==> config.mk <==
export PLATFORM = sky130hd
export DESIGN_NAME = utf8_diacritic_stripper_unit
export DESIGN_NICKNAME = d
export VERILOG_FILES = /design/src/rtl/uds_pkg.sv /design/src/rtl/utf8_diacritic_stripper_unit.sv
export SDC_FILE = /design/constraint.sdc
export NUM_CORES = 1
export LEC_CHECK = 0
export ABC_CLOCK_PERIOD_IN_PS = 7150
export BUFFER_PORTS_ARGS = -buffer_cell sky130_fd_sc_hd__buf_2
export CAP_MARGIN = 5
export CELL_PAD_IN_SITES_DETAIL_PLACEMENT = 0
export CELL_PAD_IN_SITES_GLOBAL_PLACEMENT = 1
export CORE_ASPECT_RATIO = 1.4
export CORE_MARGIN = 3
export CORE_UTILIZATION = 45
export CTS_CLUSTER_DIAMETER = 100
export DETAILED_ROUTE_END_ITERATION = 12
export GPL_TIMING_DRIVEN = 0
export PLACE_DENSITY = 0.76
export SKIP_LAST_GASP = 1
export SLEW_MARGIN = 20
export SYNTH_ARGS = -nofsm -noshare
export SYNTH_HDL_FRONTEND = slang
export SYNTH_SLANG_ARGS = --single-unit
==> constraint.sdc <==
create_clock -name clk -period 7.15 [get_ports clk]
set_clock_uncertainty 0.05 [all_clocks]
set_input_delay 0.3575 -clock clk [delete_from_list [all_inputs] [get_ports clk]]
set_output_delay 0.3575 -clock clk [all_outputs]
set_load 0.05 [all_outputs]
==> src/rtl/uds_pkg.sv <==
package uds_pkg;

	localparam int unsigned ByteW = 8;
	localparam int unsigned MaxRes = 3;
	localparam int unsigned ResCntW = 2;

	typedef logic [ByteW-1:0] byte_t;
	typedef logic [ResCntW-1:0] rcnt_t;

	// pending sequence depth
	localparam rcnt_t PendNone = 2'd0;
	localparam rcnt_t PendLead = 2'd1;
	localparam rcnt_t PendCont = 2'd2;

	localparam byte_t ContMask = 8'hC0;
	localparam byte_t ContTag  = 8'h80;

	function automatic logic is_cont(input byte_t b);
		return (b & ContMask) == ContTag;
	endfunction

	function automatic logic is_lead2(input byte_t b);
		return b[7:5] == 3'b110;
	endfunction

	function automatic logic is_lead3(input byte_t b);
		return b[7:4] == 4'b1110;
	endfunction

	// two-byte code points, 11 bits; zero means no mapping
	function automatic byte_t map_two(input logic [10:0] cp);
		byte_t r;
		r = 8'h00;
		if (cp >= 11'h0C0 && cp <= 11'h0C6) r = "A";
		else if (cp == 11'h0C7) r = "C";
		else if (cp >= 11'h0C8 && cp <= 11'h0CB) r = "E";
		else if (cp >= 11'h0CC && cp <= 11'h0CF) r = "I";
		else if (cp == 11'h0D0) r = "D";
		else if (cp == 11'h0D1) r = "N";
		else if (cp >= 11'h0D2 && cp <= 11'h0D6) r = "O";
		else if (cp == 11'h0D8) r = "O";
		else if (cp >= 11'h0D9 && cp <= 11'h0DC) r = "U";
		else if (cp == 11'h0DD) r = "Y";
		else if (cp == 11'h0DE) r = "P";
		else if (cp == 11'h110 || cp == 11'h111) r = "d";
		else if (cp == 11'h128 || cp == 11'h129) r = "I";
		else if (cp == 11'h168 || cp == 11'h169) r = "U";
		else if (cp == 11'h1A0 || cp == 11'h1A1) r = "O";
		else if (cp == 11'h1AF || cp == 11'h1B0) r = "U";
		else if (cp >= 11'h0E0 && cp <= 11'h0E6) r = "a";
		else if (cp == 11'h0E7) r = "c";
		else if (cp >= 11'h0E8 && cp <= 11'h0EB) r = "e";
		else if (cp >= 11'h0EC && cp <= 11'h0EF) r = "i";
		else if (cp == 11'h0F0) r = "d";
		else if (cp == 11'h0F1) r = "n";
		else if (cp >= 11'h0F2 && cp <= 11'h0F6) r = "o";
		else if (cp == 11'h0F8) r = "o";
		else if (cp >= 11'h0F9 && cp <= 11'h0FC) r = "u";
		else if (cp == 11'h0FD) r = "y";
		else if (cp == 11'h0FE) r = "p";
		else if (cp == 11'h0FF) r = "y";
		return r;
	endfunction

	// vietnamese extended block, 16-bit code points
	function automatic byte_t map_three(input logic [15:0] cp);
		byte_t r;
		r = 8'h00;
		if (cp >= 16'h1EA0 && cp <= 16'h1EB7) r = "a";
		else if (cp >= 16'h1EB8 && cp <= 16'h1EC7) r = "e";
		else if (cp >= 16'h1EC8 && cp <= 16'h1ECB) r = "i";
		else if (cp >= 16'h1ECC && cp <= 16'h1EE3) r = "o";
		else if (cp >= 16'h1EE4 && cp <= 16'h1EF1) r = "u";
		else if (cp >= 16'h1EF2 && cp <= 16'h1EF9) r = "y";
		return r;
	endfunction

endpackage

==> src/rtl/utf8_diacritic_stripper_unit.sv <==
// channel  | signals                          | direction
// ---------+----------------------------------+----------
// in       | in_valid in_ready in_byte in_last | into unit
// out      | out_valid out_ready out_byte out_last | out of unit
//
// an item is registered in the input stage, decoded against the pending
// sequence state in one pass and loaded into a three-entry result buffer.
// an item that yields at most one result lets the next item follow it while
// out_ready is high; after an item that yields more, the next item waits in
// the input stage while the result buffer drains one result per cycle with
// out_ready high. reset clears the pending state and both valid flags;
// out_ready low stalls the buffer and, once the input stage is full, the input.
module utf8_diacritic_stripper_unit (
	input  logic       clk,
	input  logic       arst_n,
	input  logic       in_valid,
	output logic       in_ready,
	input  logic [7:0] in_byte,
	input  logic       in_last,
	output logic       out_valid,
	input  logic       out_ready,
	output logic [7:0] out_byte,
	output logic       out_last
);

	// input stage
	logic                 v_s1;
	uds_pkg::byte_t       byte_s1;
	logic                 last_s1;

	// pending sequence state
	uds_pkg::byte_t       lead_q;
	uds_pkg::byte_t       cont_q;
	uds_pkg::rcnt_t       pcnt_q;

	// result buffer, entry 0 is the head
	uds_pkg::byte_t       res_byte_q [uds_pkg::MaxRes];
	logic [uds_pkg::MaxRes-1:0] res_last_q;
	uds_pkg::rcnt_t       res_cnt_q;

	// decode results
	uds_pkg::byte_t       e_byte [uds_pkg::MaxRes];
	logic [uds_pkg::MaxRes-1:0] e_last;
	uds_pkg::rcnt_t       e_n;
	uds_pkg::byte_t       nx_lead;
	uds_pkg::byte_t       nx_cont;
	uds_pkg::rcnt_t       nx_pcnt;

	logic pop;
	logic can_load;
	logic advance;

	assign out_valid = (res_cnt_q != '0);
	assign out_byte  = res_byte_q[0];
	assign out_last  = res_last_q[0];
	assign pop       = out_valid && out_ready;
	// buffer takes a new batch once it is empty or its last entry leaves now
	assign can_load  = (res_cnt_q == '0) || (res_cnt_q == 2'd1 && pop);
	assign advance   = v_s1 && can_load;
	assign in_ready  = !v_s1 || advance;

	// one-pass decode of the registered byte against the pending sequence
	always_comb begin
		uds_pkg::byte_t r;
		logic           done;
		e_byte  = '{default: '0};
		e_last  = '0;
		e_n     = '0;
		nx_lead = lead_q;
		nx_cont = cont_q;
		nx_pcnt = pcnt_q;
		done    = 1'b0;
		r       = '0;

		case (pcnt_q)
			uds_pkg::PendLead: begin
				if (uds_pkg::is_cont(byte_s1)) begin
					if (uds_pkg::is_lead2(lead_q)) begin
						r = uds_pkg::map_two({lead_q[4:0], byte_s1[5:0]});
						e_byte[e_n] = (r != '0) ? r : lead_q;
						e_n = e_n + 2'd1;
						nx_pcnt = uds_pkg::PendNone;
					end else begin
						// three-byte lead, hold first continuation
						nx_cont = byte_s1;
						nx_pcnt = uds_pkg::PendCont;
					end
					done = 1'b1;
				end else begin
					// broken sequence: lead goes out as is
					e_byte[e_n] = lead_q;
					e_n = e_n + 2'd1;
					nx_pcnt = uds_pkg::PendNone;
				end
			end
			uds_pkg::PendCont: begin
				if (uds_pkg::is_cont(byte_s1)) begin
					r = uds_pkg::map_three({lead_q[3:0], cont_q[5:0], byte_s1[5:0]});
					e_byte[e_n] = (r != '0) ? r : lead_q;
					e_n = e_n + 2'd1;
					nx_pcnt = uds_pkg::PendNone;
					done = 1'b1;
				end else begin
					e_byte[e_n] = lead_q;
					e_n = e_n + 2'd1;
					e_byte[e_n] = cont_q;
					e_n = e_n + 2'd1;
					nx_pcnt = uds_pkg::PendNone;
				end
			end
			default: begin
				nx_pcnt = uds_pkg::PendNone;
			end
		endcase

		// current byte handled afresh
		if (!done) begin
			if (!byte_s1[7]) begin
				e_byte[e_n] = byte_s1;
				e_n = e_n + 2'd1;
			end else if (uds_pkg::is_lead2(byte_s1) || uds_pkg::is_lead3(byte_s1)) begin
				nx_lead = byte_s1;
				nx_cont = '0;
				nx_pcnt = uds_pkg::PendLead;
			end else begin
				e_byte[e_n] = byte_s1;
				e_n = e_n + 2'd1;
			end
		end

		// end of text flushes whatever is pending
		if (last_s1) begin
			if (nx_pcnt == uds_pkg::PendLead || nx_pcnt == uds_pkg::PendCont) begin
				e_byte[e_n] = nx_lead;
				e_n = e_n + 2'd1;
			end
			if (nx_pcnt == uds_pkg::PendCont) begin
				e_byte[e_n] = nx_cont;
				e_n = e_n + 2'd1;
			end
			nx_pcnt = uds_pkg::PendNone;
			if (e_n != '0) begin
				e_last[e_n - 2'd1] = 1'b1;
			end
		end

		if (nx_pcnt == uds_pkg::PendNone) begin
			nx_lead = '0;
			nx_cont = '0;
		end
	end

	// input stage register
	always_ff @(posedge clk or negedge arst_n) begin
		if (!arst_n) begin
			v_s1 <= 1'b0;
		end else if (in_ready) begin
			v_s1 <= in_valid;
		end
	end

	always_ff @(posedge clk) begin
		if (in_valid && in_ready) begin
			byte_s1 <= in_byte;
			last_s1 <= in_last;
		end
	end

	// pending state moves once per decoded item
	always_ff @(posedge clk or negedge arst_n) begin
		if (!arst_n) begin
			lead_q <= '0;
			cont_q <= '0;
			pcnt_q <= uds_pkg::PendNone;
		end else if (advance) begin
			lead_q <= nx_lead;
			cont_q <= nx_cont;
			pcnt_q <= nx_pcnt;
		end
	end

	// result buffer occupancy
	always_ff @(posedge clk or negedge arst_n) begin
		if (!arst_n) begin
			res_cnt_q <= '0;
		end else if (advance) begin
			res_cnt_q <= e_n;
		end else if (pop) begin
			res_cnt_q <= res_cnt_q - 2'd1;
		end
	end

	// result buffer payload: load a batch or shift toward the head
	always_ff @(posedge clk) begin
		if (advance) begin
			res_byte_q <= e_byte;
			res_last_q <= e_last;
		end else if (pop) begin
			res_byte_q[0] <= res_byte_q[1];
			res_byte_q[1] <= res_byte_q[2];
			res_last_q[0] <= res_last_q[1];
			res_last_q[1] <= res_last_q[2];
		end
	end

endmodule
After elaboration in Yosys (flattened, before gate mapping)
Index checks and enable logic that the tools add are counted.
- $lt $le $gt $ge: 40
- muxes and demuxes: 105
- reductions and logical operators: 43
- bitwise gates (word level): 3
- $add $sub $neg: 5
- equal/unequal tests: 32
- operator list (kind ; number):
    $mux W7 ; 34
    $mux W8 ; 26
    $mux W24 ; 7
    $eq A11 B8 Y1 const B ; 13
    $eq A11 B9 Y1 const B ; 10
    $ge A11 B8 Y1 const B ; 10
    $le A11 B8 Y1 const B ; 10
    $ge A16 B13 Y1 const B ; 6
    $le A16 B13 Y1 const B ; 6
    $bwmux W24 ; 3
    $demux W8 S2 ; 3
    $mux W2 ; 23
    $mux W16 ; 2
    $logic_and A1 B1 Y1 ; 24
    $pmux W8 S2 ; 1
    $reduce_bool A8 Y1 ; 2
    $ge A3 B3 Y1 const B ; 3
    $logic_or A1 B1 Y1 ; 9
    $lt A3 B1 Y1 const B ; 3
    $not A2 Y3 ; 3
    $add A2 B1 Y2 const B ; 3
    $eq A2 B1 Y1 const B ; 3
    $eq A2 B2 Y1 const B ; 3
    $eq A3 B3 Y1 const B ; 2
    other kinds (12) ; 19
- register bits: 57
- logic and storage cells: 240
- input port bits: 13
- output and inout port bits: 11

Depth between registers and ports, before layout
- word-level depth: 48
- gate-level depth with buffers: 21
- depth with buffers taken out: 20

Worst setup path after synthesis
No wires, ideal clock.
- path kind: flip-flop to flip-flop
- from: register byte_s1[5]
- to: register res_byte_q (netlist bit out_byte[7]) (data pin)
- cell stages (with the launch flop): 15
- period minus slack after synthesis: 3.592 ns
- arrival: 3.288 ns
- slack: 3.558 ns
- library setup time: 0.254 ns
- path buffers: 3
- data required time: 6.846 ns
- path through: edfxtp_1 -> and2_1 -> buf_2 -> nor2_4 -> inv_1 -> buf_2 -> ha_1 -> clkbuf_1 -> xor2_2 -> ha_1 -> and3_1 -> a2111oi_2 -> and4b_1 -> a221o_1 -> a21o_1
- word-level cells in the longest chain between the ends: 48
- elaborated cells on any way between the ends: 167
- classes of those cells: add/sub (1); order compare (36); eq/ne (27); mux (74); bitwise (2); reduce/logical (27)
- ends and longest elaborated chain (element ; RTL line ; RTL):
    from (decl) ; utf8_diacritic_stripper_unit.sv:28 ; uds_pkg::byte_t byte_s1;
    from (signal assigned) ; utf8_diacritic_stripper_unit.sv:164 ; byte_s1 <= in_byte;
    branches (longest 46 deep; another with $ge A11 B8 Y1) ; -- ;
    $mux W24 * ; utf8_diacritic_stripper_unit.sv:132 ; if (last_s1) begin
    $mux W16 * ; utf8_diacritic_stripper_unit.sv:195 ; if (advance) begin
    to (signal assigned) ; utf8_diacritic_stripper_unit.sv:196 ; res_byte_q <= e_byte;
    to (decl) ; utf8_diacritic_stripper_unit.sv:37 ; uds_pkg::byte_t res_byte_q [uds_pkg::MaxRes];
Every way passes the cells marked *. The select of a mux whose other input is x is not followed.
A chain may end at the register's enable or synchronous reset.

Final worst setup path
- from: register byte_s1[7]
- to: register res_byte_q (netlist bit out_byte[4]) (data pin)
- word-level cells in the longest chain between the ends: 19
- elaborated cells on any way between the ends: 64
- classes of those cells: add/sub (2); order compare (6); eq/ne (5); mux (43); bitwise (3); reduce/logical (5)
- ends and longest elaborated chain (element ; RTL line ; RTL):
    $eq A2 B2 Y1 ; uds_pkg.sv:19 ; return (b & ContMask) == ContTag;
    $mux W2, on equally long branches ; utf8_diacritic_stripper_unit.sv:97, utf8_diacritic_stripper_unit.sv:77 ;
    $pmux W2 S2 / $mux W2 (equally long branches) ; -- ;
    $add A2 B1 Y2 (tied with other cells) ; utf8_diacritic_stripper_unit.sv:120, utf8_diacritic_stripper_unit.sv:127 ;
    $mux W2 (tied with other cells) ; utf8_diacritic_stripper_unit.sv:121 ; end else if (uds_pkg::is_lead2(byte_s1) || uds_pkg::is_lead3(byte_s1)) begin
    $mux W2 (tied with other cells) ; utf8_diacritic_stripper_unit.sv:118 ; if (!byte_s1[7]) begin
    $mux W2 (tied with other cells) ; utf8_diacritic_stripper_unit.sv:117 ; if (!done) begin
    $add A2 B1 Y2 (tied with other cells) ; utf8_diacritic_stripper_unit.sv:135 ; e_n = e_n + 2'd1;
    [3 not listed] ; -- ;
    $ge A3 B3 Y1 (implied by the code) (tied with other cells) ; utf8_diacritic_stripper_unit.sv:138 ; e_byte[e_n] = nx_cont;
    $logic_and A1 B1 Y1 (implied by the code) / $bwmux W24 (equally long branches) ; utf8_diacritic_stripper_unit.sv:138, utf8_diacritic_stripper_unit.sv:134 ;
    $mux W8 (implied by the code) / $mux W24 (equally long branches) ; utf8_diacritic_stripper_unit.sv:138, utf8_diacritic_stripper_unit.sv:133 ;
    $demux W8 S2 / $mux W24 (equally long branches) ; utf8_diacritic_stripper_unit.sv:138, utf8_diacritic_stripper_unit.sv:132 ;
    $bwmux W24 ; utf8_diacritic_stripper_unit.sv:138 ;
    $mux W24 ; utf8_diacritic_stripper_unit.sv:137 ; if (nx_pcnt == uds_pkg::PendCont) begin
    $mux W24 * ; utf8_diacritic_stripper_unit.sv:132 ;
    $mux W16 * ; utf8_diacritic_stripper_unit.sv:195 ;
Mark *: on every way between the ends. The rest lies on a longest branch, timed or not. The select of a mux whose other input is x is not followed.

==> results.sh <==
export IMPL_start_util=0.472
export IMPL_synth_common_cells="nand2_1 (85), edfxtp_1 (36), o21ai_0 (31)"
export IMPL_root_buffer="clkbuf_16"
export IMPL_drt_iter0_drc=448
export IMPL_synth_most_common_cell="nand2_1"
export IMPL_hp_class="primary input to flop"
export IMPL_yosysUniqueCellTypes=80
export IMPL_ys_seq_area_frac=0.337
export IMPL_synth_seq_cells=57
export IMPL_drc=0
export IMPL_hold_start="in_byte[3]"
export IMPL_end_kind="flop"
export IMPL_diodes=0
export IMPL_numCtsBuffers=9
export IMPL_r2r_start="byte_s1[7]"
export IMPL_path_clk_slew_ns=0.05
export IMPL_rr_worst_depth=16
export IMPL_die_width_um=93.0
export IMPL_cts_path_max_buffers=2
export IMPL_insertion_delay_ns=0.34
export IMPL_finalPower_mw=2.21
export IMPL_yosysTopAreaCell="edfxtp_1"
export IMPL_io_pins=24
export IMPL_final_nets=626
export IMPL_rows=43
export IMPL_cp_required_ns=7.21
export IMPL_gp_congestion=1.00
export IMPL_syn_area_per_cell_um2=8.46
export IMPL_fmax_ghz=0.214
export IMPL_worstSetupStartpointType="flop"
export IMPL_routed_via_density=6.51
export IMPL_crit_start="byte_s1[7]"
export IMPL_cts_resized=0
export IMPL_whs_ns=0.143
export IMPL_power_density_nw_per_um2=410
export IMPL_ant_nets=0
export IMPL_hold_path_cell_count=1
export IMPL_netlist_area_leader_share=0.227
export IMPL_run_status="finished, final reports clean"
export IMPL_area_growth_pct=12.9
export IMPL_cts_setup_buffers=0
export IMPL_grt_first_pass_wirelength_mm=27.5
export IMPL_synth_enable_flop_cells=36
export IMPL_dieHeight_um=128
export IMPL_synthCells=564
export IMPL_maxCapViolations=0
export IMPL_tritoncts="yes"
export IMPL_grt_pass1_vias=4804
export IMPL_cellLeakagePower_nw=2.13
export IMPL_ir_drop_mv=0.259
export IMPL_arrival_ns=4.74
export IMPL_setup_viol=0
export IMPL_io_buffers=23
export IMPL_cp_max_fo=10
export IMPL_slew_headroom=0.293
export IMPL_synth_async_reset_ratio=0.368
export IMPL_syn_nets=591
export IMPL_max_stage_delay_ns=0.58
export IMPL_dp_cells=722
export IMPL_dr_pass1_iters=5
export IMPL_yosys_warnings=0
export IMPL_grt_max_degree=22
export IMPL_drive_gt1_frac=0.126
export IMPL_hold_violations=0
export IMPL_synth_flop_cell="edfxtp_1"
export IMPL_netlist_area_um2=4770
export IMPL_vias=4812
export IMPL_min_period_ns=4.68
export IMPL_cp_slowest_cell="edfxtp_1"
export IMPL_tightest_slew_ns=1.06
export IMPL_die_area_um2=11900
export IMPL_wire_per_inst_um=24.0
export IMPL_antenna_found_initial=0
export IMPL_min_period_over_period=0.655
export IMPL_grt_setup_unrepaired="no"
export IMPL_path_cells="nor2b_1, buf_2, nand3_2, inv_2, buf_2, ha_1, clkbuf_1, xor2_2, ha_1, nand3_1, a21oi_1, a21oi_1, o21ai_0, a31oi_1, o2111a_1, o31ai_1"
export IMPL_dp_hpwl_mm=13.2
export IMPL_synth_area_top_cells="edfxtp_1 (23%), dfrtp_1 (11%), nand2_1 (6.7%)"
export IMPL_totalWireLength_mm=17.7
export IMPL_gr_total_overflow=0
export IMPL_layoutNonFillerInstCount=739
export IMPL_grt_use_total=0.308
export IMPL_clock_sinks=57
export IMPL_core_area_um2=10100
export IMPL_crit_type="flop to flop"
export IMPL_slew_violations=0
export IMPL_htreeDepth=3
export IMPL_fin_tns_setup_ns=0
[metrics by stage]
stage                     setup slack [ns]   util  area [um^2]
after global routing                  2.24  0.532         5390
after detailed placement              2.61  0.500         5050
after global placement                2.63  0.500         5050
after CTS                             2.57  0.532         5390
after floorplan                       3.56      -         4770
final                                 2.47  0.532         5390
[critical path: cells and delay by family, from the launching register on]
| kind | cells | cell delay (ns) |
|---|---|---|
| adders and majority gates | 2 | 0.56 |
| xor gates and xnor gates | 1 | 0.39 |
| AOI/OAI and AO/OA | 6 | 1.28 |
| buffers and inverters | 4 | 0.98 |
| and+or+nand+nor | 3 | 0.62 |
| DFF | 1 | 0.58 |
[worst paths after layout]
check                      slack (ns)        endpoint
max                              2.47     out_byte[4]
min                              0.14      byte_s1[3]
max reg2reg                      2.47     out_byte[4]
min reg2reg                      0.47  res_byte_q[15]
max in group asynchronous        6.25       lead_q[0]
min in group asynchronous        0.47       cont_q[5]
[layer usage]
metal / GRT usage / part of all wire
met1: 0.358 / 0.38
met2: 0.533 / 0.50
met3: 0.0499 / 0.056
met4: 0.178 / 0.059
met5: 0 / 0
[power by group]
group | leakage (nW) | internal [mW] | total (mW) | switching [mW]
Clock | 0.159 | 0.314 | 0.472 | 0.158
Combinational | 1.33 | 0.345 | 1.14 | 0.800
Sequential | 0.634 | 0.517 | 0.592 | 0.0753
Total | 2.13 | 1.18 | 2.21 | 1.03
[layout make-up]
type / instances / area, um^2
well taps: 135 / 169
clock inverters: 5 / 78.8
fillers: 1019 / 4730
multi-input cells: 433 / 2830
inverters: 23 / 86.3
repair buffers: 24 / 125
plain buffers: 51 / 243
flip-flops and latches: 57 / 1610
clock buffers: 11 / 243
[cells by family (layout without fill, tap and decap cells)]
kind of cell | Yosys count | after routing | share of synthesized area
AOI/OAI and AO/OA | 200 | 200 | 0.303
xor gates and xnor gates | 5 | 5 | 0.0108
adders and majority gates | 15 | 15 | 0.0388
buffers and inverters | 74 | 114 | 0.0690
DFF | 57 | 57 | 0.337
muxes | 7 | 7 | 0.0157
and+or+nand+nor | 206 | 206 | 0.226
[state kept, by name, summed over array words and instances, names as in the netlist]
signal / flops
pcnt_q: 2
cont_q: 8
lead_q: 8
last_s1: 1
out_byte: 8
byte_s1: 8
res_cnt_q: 2
v_s1: 1
res_byte_q: 16
res_last_q: 3
[cell usage in the layout (no fill, tap or decap), types with 9 or more instances in the layout]
cell type	n
clkbuf_16	9
nor2b_1	11
clkbuf_1	31
nor3_1	14
nand3_1	16
dfrtp_1	21
and2_1	13
nand2_1	85
buf_2	31
edfxtp_1	36
o21ai_0	31
inv_1	21
a21o_1	22
nor2_1	27
o22ai_1	17
buf_4	9
a21oi_1	28
a22oi_1	13
a221oi_1	10
ha_1	14
[repair_timing]
| item | 4_1_cts | 5_1_grt |
|---|---|---|
| hold endpoints to repair | 21 | 0 |
| setup endpoints to repair | 0 | 0 |
| hold buffers | 1 | 0 |
(Power assumes the default switching activity.)
